**src/g2e_sqrt_cell.sv**
```systemverilog
// One digit of a restoring square root: two radicand bits in, one root bit out.
// Stand-alone; the top level chains 61 of these cells.
module g2e_sqrt_cell (
    input  logic        i_clk,
    input  logic [1:0]  i_pair,
    input  logic [63:0] i_rem,
    input  logic [60:0] i_root,
    input  logic [61:0] i_v,
    output logic [63:0] o_rem,
    output logic [60:0] o_root,
    output logic [61:0] o_v
);
    logic [63:0] rem2, trial;
    logic        ge;
    logic [63:0] r_rem;
    logic [60:0] r_root;
    logic [61:0] r_v;

    assign rem2  = {i_rem[61:0], i_pair};
    assign trial = {1'b0, i_root, 2'b01};
    assign ge    = rem2 >= trial;

    always_ff @(posedge i_clk) begin
        r_rem  <= ge ? rem2 - trial : rem2;
        r_root <= {i_root[59:0], ge};
        r_v    <= i_v;
    end

    assign o_rem  = r_rem;
    assign o_root = r_root;
    assign o_v    = r_v;
endmodule

```
**config.mk**
```make
export PLATFORM = sky130hd
export DESIGN_NAME = g2e_sqrt_cell
export DESIGN_NICKNAME = d
export VERILOG_FILES = /design/src/g2e_sqrt_cell.sv
export SDC_FILE = /design/constraint.sdc
export NUM_CORES = 1
export LEC_CHECK = 0
export BUFFER_PORTS_ARGS = -buffer_cell sky130_fd_sc_hd__buf_2
export CAP_MARGIN = 30
export CORE_AREA = 2 2 145 147
export DETAILED_ROUTE_END_ITERATION = 16
export DIE_AREA = 0 0 147 149
export GPL_TIMING_DRIVEN = 0
export PLACE_DENSITY_LB_ADDON = 0.3
export SETUP_SLACK_MARGIN = 0.1
export SLEW_MARGIN = 40
export SYNTH_ARGS = -nofsm -noshare
export SYNTH_HDL_FRONTEND = slang
export SYNTH_SLANG_ARGS = --single-unit
```
**constraint.sdc**
```tcl
create_clock -name i_clk -period 5 [get_ports i_clk]
set_input_delay 1.25 -clock i_clk [delete_from_list [all_inputs] [get_ports i_clk]]
set_output_delay 1.25 -clock i_clk [all_outputs]
set_load 0.03 [all_outputs]
```
* Word-level counts from Yosys, hierarchy flattened
Cells that the tools add are included.
Operators by class: add/subtract/negate cells 1, magnitude comparators 1, multiplexer cells 1
Operators by type and width (number):
- greater-or-equal comparator 64 x 63 -> 1 bit | 1
- 2-to-1 mux 64 bit | 1
- subtractor 64 x 63 -> 64 bit | 1
Word-level totals: register bits after elaboration 187, input port bits 190, output and inout port bits 187, logic and storage cells 6

* Longest topological paths before layout
depth in word-level cells 2, depth in mapped cells 16, mapped depth without buffers 12

* Worst setup path after synthesis
No wires, ideal clock.
path kind input -> register, start in i_root[7], end reg r_rem[17] (netlist: o_rem[17]), setup time 0.121 ns, data arrival time 3.892 ns, required time 4.879 ns, path slack 0.987 ns, stages 13, path buffers 2, cells stage by stage inv_1 -> ha_1 -> a211oi_1 -> nor2_1 -> or3_1 -> or2_1 -> a21o_1 -> a31oi_1 -> nand4_1 -> a41oi_1 -> buf_2 -> buf_6 -> mux2_2
Between the ends: word-level cells in the longest chain between the ends 2, elaborated cells on any way between the ends 3, classes of those cells add/sub: 1; order compare: 1; mux: 1
Ends and longest elaborated chain:
- from (decl) | line 7 | input logic [60:0] i_root,
- subtractor 64 x 63 -> 64 bit / greater-or-equal comparator 64 x 63 -> 1 bit (equally long branches) | line 24, 21
- 2-to-1 mux 64 bit * | line 24 | r_rem <= ge ? rem2 - trial : rem2;
- to (signal assigned) | line 24
- to (decl) | line 15 | logic [63:0] r_rem;
Mark *: on every way between the ends. The rest lies on a longest branch, timed or not.

* Final worst setup path
start in i_root[0], end reg r_rem[34] (netlist: o_rem[34])
Same word-level chain as after synthesis.

==> impl_results.md <==
- Status: completed
- Vias per std cell: 4.974
- Startpoint types: input pin
- Cell variety after synth: 57
- Maximum root-to-sink buffer count: 2
- Gate count of the mapped netlist: roughly 970
- Die X: between 100 and 150 µm
- CTS Buf Count: 17
- Fill cell count: between 1500 and 2000
- Final WS setup: around 0.5 ns
- DPL Wire Length: 22.15 mm
- Pleak: around 5.7 nW
- Worst slew pin tran: between 0.7 and 0.8 ns
- Hold WC Path Type: in -> reg
- Kind of critical path: in -> reg
- Final-report hold violation count: 0
- XOR/XNOR share of the synthesized area: 6.289%
- Largest net degree at the start of global routing: 22
- Final worst path period share: approximately 90%
- Post-layout nets: roughly 1600
- Post-CTS setup buffer count: 0
- Synth top area share: approximately 44%
- DR DRC count: 0
- Layout area overhead: 33.34%
- Slowest CP cell: buf_2
- # resized after CTS: 0
- Area of the multi-input gates: around 0.0043 mm²
- Largest family of logic cells by synthesized area: compound AO/OA/AOI/OAI gates
- Setup violators final: 0
- Routed len/inst: around 16 µm
- Final core occ: a little under three fifths
- Storage cell area: around 0.0037 mm²
- FMAX: about 0.22 GHz
- CTS tree: built
- Dominant cell type by area after synthesis: dfxtp_1
- CP max stage delay: around 0.39 ns
- Mux contribution to synthesized area: 0.7953%
- Vias: slightly above 8000
- Aggregate global-route resource usage: between 20% and 30%
- Vias in the first global route: between 7000 and 8000
- #FFs+latches synth: about 190
- Seq/Total Area, Yosys: 44.06%
- Slew margin rel.: between 40% and 50%
- Cell with the most instances after synthesis: dfxtp_1
- Final RePlAce weighted congestion: slightly below 0.9
- Data required, critical path: around 5.3 ns
- Fin crit period: ~4.5 ns
- Clock root buffer: clkbuf_16
- Initial Util: 41.33%
- Die area: roughly 0.022 mm²
- Ys flop type: dfxtp_1
- Post-Synth Adder-Cell Area: a little under a tenth
- First-pass GRT wire length: 41.16 mm
- Yosys warning count: 0
- Worst IR Drop VDD: 0.1921 mV
- Syn avg cell area: about 8.7 µm²
- Fin. max-slew vios: 0
- Syn_nets: about 1200
- Congestion Overflow GR: 0
- Post-Synth Simple-Gate Area: a little over an eighth
- I/O pin count: ~380
- Post-Route WL: around 27 mm
- Area contributors post-synth: dfxtp_1 (44%), ha_1 (9.3%), o21ai_0 (5.7%), a21oi_1 (5.1%), nand2_1 (5.0%)
- Pre-CTS WS: -0.02445 ns
- Critical path arrival: ~4.8 ns
- CP Capture Type: flop
- Pwr dens: between 300 and 400 mW/mm²
- Total core area: approximately 0.02 mm²
- Compound-Gate Fraction of Synth Area: a little over 20%
- Post-route ant nets: 0
- Unrepaired setup endpoints after global routing: false
- # hold bufs at CTS: 0
- Clk slew on worst S/H paths: about 0.08 ns
- Setup TNS Final: 0 ns
- Synthesized area: between 0.008 and 0.009 mm²
- Post-synth top cells: dfxtp_1 (187), nand2_1 (114), o21ai_0 (97)
- Post-synth EDFFs: 0
- Placed instance area: 0.01071 mm²
- Cell chain of the critical path: buf_2 -> inv_1 -> ha_1 -> nor2b_1 -> o31a_1 -> o31a_1 -> or2_1 -> a21o_1 -> a31oi_1 -> nand4_1 -> a41oi_1 -> buf_2 -> buf_6 -> mux2_2
- Max H-tree Level: 4
- Drt pass-1 iters: 6
- Sink Count: between 150 and 200
- IO buf count: between 300 and 400
- Layout cell share with drive strength beyond 1: between 30% and 40%
- Initial antenna violation count: 1
- Fin area: 0.01133 mm²
- Asr flop ratio synth: 0%
- Chip Height: 149 µm
- DRT iter0 DRCs: 474
- Row count: 53
- Total of max-cap violations: 0
- CP Max Fanout: 10
sequential cells by signal, summed over array words and instances, names as in the netlist:
register	count
o_root	61
o_rem	64
o_v	62
final cells by class:
type | instances | share of cell area (%)
Sequential cell | 187 | 33.05
Antenna cell | 1 | 0.02209
Buffer | 41 | 1.601
Clock buffer | 17 | 3.755
Multi-Input combinational cell | 660 | 37.54
Timing Repair Buffer | 374 | 16.52
Tap cell | 275 | 3.037
Inverter | 85 | 2.816
Clock inverter | 15 | 1.657
cells by family after synthesis:
family,Yosys count
AO/OA/AOI/OAI,288
AND/OR/NAND/NOR,242
flip-flops,187
buffers and inverters,126
adder cells (fa/ha/maj),63
XOR/XNOR,61
multiplexers,6
power breakdown:
part | total (W) | internal (W) | switching [W]
Combinational | 0.00126 | 0.000418 | 0.000847
Clock | 0.00138 | 0.000686 | 0.000694
Sequential | 0.00169 | 0.00165 | 0.0000352
worst max-delay path, delay by kind of cell:
family                   cells  cell delay [ns]
AO/OA/AOI/OAI                5             1.50
buffers and inverters        4             0.77
AND/OR/NAND/NOR              3             0.61
multiplexers                 1             0.36
adder cells (fa/ha/maj)      1             0.33
cell usage in the layout (no fill, tap or decap), drive strengths merged, types with 38 or more instances in the layout:
| master | synthesis | final |
|---|---|---|
| buf | 12 | 386 |
| xnor2 | 38 | 38 |
| inv | 85 | 93 |
| nand2 | 114 | 114 |
| dfxtp | 187 | 187 |
| ha | 63 | 63 |
| o21ai | 99 | 99 |
| clkbuf | 29 | 46 |
| nor2 | 42 | 42 |
| a21oi | 87 | 87 |
metal layers:
metal	vias to the layer above	wire, µm	track usage, %
met5	-	0	0
met1	3737	11630	29.41
met4	0	620	8.077
met3	35	1815	5.505
li1	4147	-	-
met2	313	13240	41.55
stage by stage:
step           cells  power (W)  hold slack, ns
2_1_floorplan    973   0.002577           1.278
5_1_grt         1655   0.004545          0.8812
3_3_place_gp    1622   0.002974           1.352
3_5_place_dp    1622   0.002981           1.354
6_report        1655   0.004333          0.9100
4_1_cts         1654   0.004364          0.8936
path summary, 6_finish.rpt:
| path | from | end | slack [ns] | cells after the start |
|---|---|---|---|---|
| setup / recovery | i_root[0] | o_rem[34]$_DFF_P_ | 0.50 | 14 |
| hold / removal | i_v[34] | o_v[34]$_DFF_P_ | 0.91 | 1 |
(Power assumes the default switching activity.)
