## config.mk

```make
export PLATFORM = sky130hd
export DESIGN_NAME = g2e_div_cell
export DESIGN_NICKNAME = d
export VERILOG_FILES = /design/src/g2e_div_cell.sv
export SDC_FILE = /design/constraint.sdc
export NUM_CORES = 1
export LEC_CHECK = 0
export BUFFER_PORTS_ARGS = -buffer_cell sky130_fd_sc_hd__buf_4
export CAP_MARGIN = 15
export CORE_AREA = 2 2 144 146
export DETAILED_ROUTE_END_ITERATION = 7
export DIE_AREA = 0 0 146 148
export PLACE_DENSITY_LB_ADDON = 0.25
export SLEW_MARGIN = 30
export SYNTH_ARGS = -nofsm -noshare
export SYNTH_HDL_FRONTEND = slang
export SYNTH_SLANG_ARGS = --single-unit
export TNS_END_PERCENT = 5
```

## constraint.sdc

```tcl
create_clock -name i_clk -period 5.1 [get_ports i_clk]
set_input_delay 1.275 -clock i_clk [delete_from_list [all_inputs] [get_ports i_clk]]
set_output_delay 1.275 -clock i_clk [all_outputs]
set_load 0.03 [all_outputs]
```

## src/g2e_div_cell.sv

```systemverilog
// One quotient bit of a restoring divider, divisor passed along the chain.
// Stand-alone; the top level chains 64 of these cells.
module g2e_div_cell (
    input  logic        i_clk,
    input  logic [60:0] i_rem,
    input  logic [63:0] i_q,
    input  logic [60:0] i_d,
    output logic [60:0] o_rem,
    output logic [63:0] o_q,
    output logic [60:0] o_d
);
    logic [61:0] rem2, dif;
    logic        ge;
    logic [60:0] r_rem, r_d;
    logic [63:0] r_q;

    assign rem2 = {i_rem, 1'b0};
    assign ge   = rem2 >= {1'b0, i_d};
    assign dif  = rem2 - {1'b0, i_d};

    always_ff @(posedge i_clk) begin
        r_rem <= ge ? dif[60:0] : rem2[60:0];
        r_q   <= {i_q[62:0], ge};
        r_d   <= i_d;
    end

    assign o_rem = r_rem;
    assign o_q   = r_q;
    assign o_d   = r_d;
endmodule

```

# Word-level counts from Yosys, hierarchy flattened
# Index checks and enable logic that the tools add are counted.
[classes]
addsub = 1
multipliers = 0
div_mod_pow = 0
n_lt_le_gt_ge = 1
n_eq_ne = 0
shift = 0
mux = 1
bitwise = 0
reduce_logical = 0
[ops]
columns = ["operator", "count"]
rows = [
  [">= comparator 62 x 61 -> 1 bit", 1],
  ["two-way mux 61 bit", 1],
  ["subtractor 61 bit", 1],
]
[word_totals]
regBits = 186
latch_bits = 0
mem_bits_rw = 0
rom_bits = 0
in_bits = 187
out_inout_bits = 186
memories = 0

# Depth between registers and ports, before layout
[logic_depth]
word_depth = 2
depth_mapped = 15

# Worst setup path after synthesis
# Ideal clock, no wire load.
[synth_timing]
kind = "input to register"
startpoint = "input port i_rem[0]"
endpoint = "register r_rem[10], in the netlist o_rem[10]"
setup_time_ns = 0.121
arrival_ns = 3.771
path_slack_ns = 1.207
stages = 14
path_buffers = 2
path_cell_list = "inv_1 > fa_1 > nand2b_1 > a21oi_2 > o2111ai_1 > a31o_1 > a211oi_2 > o21ai_2 > nand4_1 > and2_4 > a31o_4 > buf_12 > buf_12 > mux2_4"
[synth_between]
elab_chain_cells = 2
word_cells_on_any_way = 3
cone_classes = "add/sub (1); order compare (1); mux (1)"
[synth_lines]
columns = ["element", "line_no", "rtl"]
rows = [
  ["start, declared", "5", "input logic [60:0] i_rem,"],
  ["subtractor 61 bit / >= comparator 62 x 61 -> 1 bit (equally long branches)", "19, 18", ""],
  ["two-way mux 61 bit *", "22", "r_rem <= ge ? dif[60:0] : rem2[60:0];"],
  ["end signal, assigned", "22", ""],
  ["end, declared", "14", "logic [60:0] r_rem, r_d;"],
]
# Every way passes the cells marked *; elsewhere a longest branch is shown, timed or not.
# A chain may end at the register's enable or synchronous reset.

# Final worst setup path
[layout_timing]
startpoint = "input port i_rem[0]"
endpoint = "register r_rem[34], in the netlist o_rem[34]"
# The elaborated chain is that of the path after synthesis.

==> results_dict.tcl <==
set metrics [dict create \
    worstPathArrival_ns 4.50 \
    ys_warn_count 0 \
    cts_hold_repair.buffers 0 \
    fmax_mhz 239.5 \
    end_kind "flop" \
    syn_area_per_cell_um2 9.904 \
    tightest_slew_ns 0.5238 \
    final_cell_count_no_fill 1536 \
    ant_nets 0 \
    antenna_found_initial 0 \
    grt_max_degree 22 \
    synth.cell_area_mm2 0.008924 \
    period_minus_slack_ns 4.176 \
    leakage_nw 6.201 \
    synth_edf_count 0 \
    start_kind "primary input" \
    die_width_um 146 \
    wl_per_cell_um 16.99 \
    post_synth_main_area_contributors "dfxtp_1 (42%), mux2_4 (9.3%), ha_1 (8.6%)" \
    die-area_mm2 0.02161 \
    dpl_cell_area_mm2 0.01182 \
    p_per_area_mw_per_mm2 358.6 \
    synth-seq-cells 186 \
    drt_iter0_markers 423 \
    wirelength_mm 26.10 \
    yosysUniqueCellTypes 72 \
    vias 7667 \
    critical_path_buf_inv_count 3 \
    drc 0 \
    ys.flop_type "dfxtp_1" \
    setup_ws_ns 0.9239 \
    synth_top_cell_area_share 0.4173 \
    clk_pin_slew_ns 0.08 \
    drv_cap 0 \
    synth-async-reset-ratio 0 \
    hold_viol_final 0 \
    cp_slowest_cell "fa_1" \
    clock_path_buffers 2 \
    first_pass_iters 4 \
    relSlewSlack 0.6476 \
    syn_inst 901 \
    rows 52 \
    period_share 0.8188 \
    gp_congestion 0.9171 \
    crit_type "primary input to flop" \
    synth_adder_area_share 0.08777 \
    synthMuxAreaShare 0.09843 \
    pre_cts_slack_ns 0.4690 \
    final.fill_count 1743 \
    synth-simple-area-share 0.1075 \
    max-vdd-ir-drop_mv 0.2143 \
    multi_input_area_mm2 0.004601 \
    final_layout_size_suffix_gt1_frac 0.3878 \
    io_pins 373 \
    outcome "finished clean" \
    grt_pass1_vias 7428 \
    area_growth_pct 39.25 \
    maxSlewViolCount 0 \
    yosysSeqAreaShare 0.4173 \
    power_w 0.004456 \
    synth_compound_area_frac 0.1678 \
    postCtsSetupBuffers 0 \
    cts_tree "built" \
    hp-class "primary input to flop" \
    setup_viol 0 \
    cts_buffers 17 \
    final_common_cell "buf_4" \
    syn-num-nets 1150 \
    cp_top_family "compound AO/OA/AOI/OAI gates" \
    rsz0062_at_grt "false" \
    cts_htree_levels 4 \
    layout.nets 1502 \
    antennaDiodeCount 0 \
    port_buffers 371 \
    clock_sinks 186 \
    seq_area_mm2 0.003724 \
    final_cell_mix "buf_4 (372), dfxtp_1 (186), inv_1 (81), a21oi_1 (79), ha_1 (61)" \
    clockRootBuffer "clkbuf_16" \
    cts_resized 0 \
    crit_chain "buf_4 -> inv_1 -> fa_1 -> nand2b_1 -> a21oi_2 -> o2111ai_1 -> a31o_1 -> a211oi_2 -> o21ai_2 -> nand4_1 -> and2_4 -> a31o_4 -> buf_12 -> mux2_4" \
    vias_per_cell 4.992 \
    cpPeakStageDelay_ns 0.46 \
    synth-xor-area-share 0.05398 \
    synth_top_area_cell "dfxtp_1" \
    post-route-cell-area_mm2 0.01243 \
    grt_first_pass_wirelength_mm 39.71 \
    dp_cells 1504 \
    start_util 0.4453 \
    core_mm2 0.02004 \
    die_y_um 148 \
    hpwl_mm 21.21 \
    worstPathMaxFanout 21 \
    required_ns 5.43 \
    grt_remaining_overflow 0 \
    final.setup.tns_ns 0 \
    gr-usage-all-layers 0.2337 \
    synth_top_family_by_area "compound AO/OA/AOI/OAI gates" \
]
==> metal layers <==
layer,track usage,wire [um],part of all wire,vias up
met4,0.05583,441,0.017,0
li1,-,-,-,3831
met2,0.4238,13360,0.51,275
met5,0,0,0,-
met3,0.05494,1712,0.066,28
met1,0.2802,10590,0.41,3533
==> state kept, by name, summed over array words and instances, names as in the netlist <==
name   count
o_rem     61
o_d       61
o_q       64
==> Yosys cell counts (3+ instances only) <==
| master | count |
|---|---|
| nand4_1 | 25 |
| dfxtp_1 | 186 |
| nor3_1 | 10 |
| nor2b_1 | 7 |
| nor4_1 | 3 |
| mux2_4 | 55 |
| nor2_1 | 43 |
| a31oi_1 | 11 |
| buf_12 | 7 |
| clkbuf_1 | 23 |
| o21ai_1 | 6 |
| a21oi_2 | 4 |
| nand3_1 | 12 |
| o21a_1 | 11 |
| and3_1 | 5 |
| mux2i_1 | 3 |
| xor2_1 | 23 |
| inv_1 | 81 |
| o21ai_0 | 35 |
| o211ai_1 | 3 |
| xnor2_1 | 32 |
| buf_2 | 10 |
| ha_1 | 61 |
| a21oi_1 | 79 |
| and2_1 | 8 |
| o2111ai_1 | 4 |
| a21o_1 | 26 |
| nand2_1 | 52 |
| nor3b_1 | 3 |
| nand2b_1 | 12 |
| o21ba_2 | 3 |
| o21bai_1 | 11 |
==> power by group <==
part	switching, W	internal [W]	total (W)
sequential	0.0000424	0.00161	0.00165
clock	0.000663	0.000676	0.00134
combinational	0.000816	0.000646	0.00146
==> final cells by class <==
| class | count | share of cell area |
|---|---|---|
| clock buffers | 18 | 0.03534 |
| clock inverters | 14 | 0.01349 |
| inverters | 81 | 0.02447 |
| multi-input cells | 592 | 0.3703 |
| flip-flops and latches | 186 | 0.2997 |
| well taps | 270 | 0.02719 |
| repair buffers | 375 | 0.2296 |
==> cell families after synthesis <==
group / after synthesis
DFF: 186
AOI/OAI and AO/OA: 224
muxes: 60
adders and majority gates: 62
xor gates and xnor gates: 55
buffers and inverters: 123
and+or+nand+nor: 191
==> final timing paths <==
path | slack, ns | startpoint | depth (start not counted) | to
worst max-delay path | 0.92 | i_rem[0] | 14 | o_rem[34]$_DFF_P_
worst min-delay path | 0.93 | i_q[1] | 1 | o_q[2]$_DFF_P_
==> through the flow <==
stage,hold WS [ns],util
after global routing,0.9092,0.6201
after detailed placement,1.381,0.5898
final,0.9280,0.6201
after global placement,1.380,0.5898
after CTS,0.9157,0.6201
after floorplan,1.303,-
No activity file was read; power rests on OpenSTA's default activity.
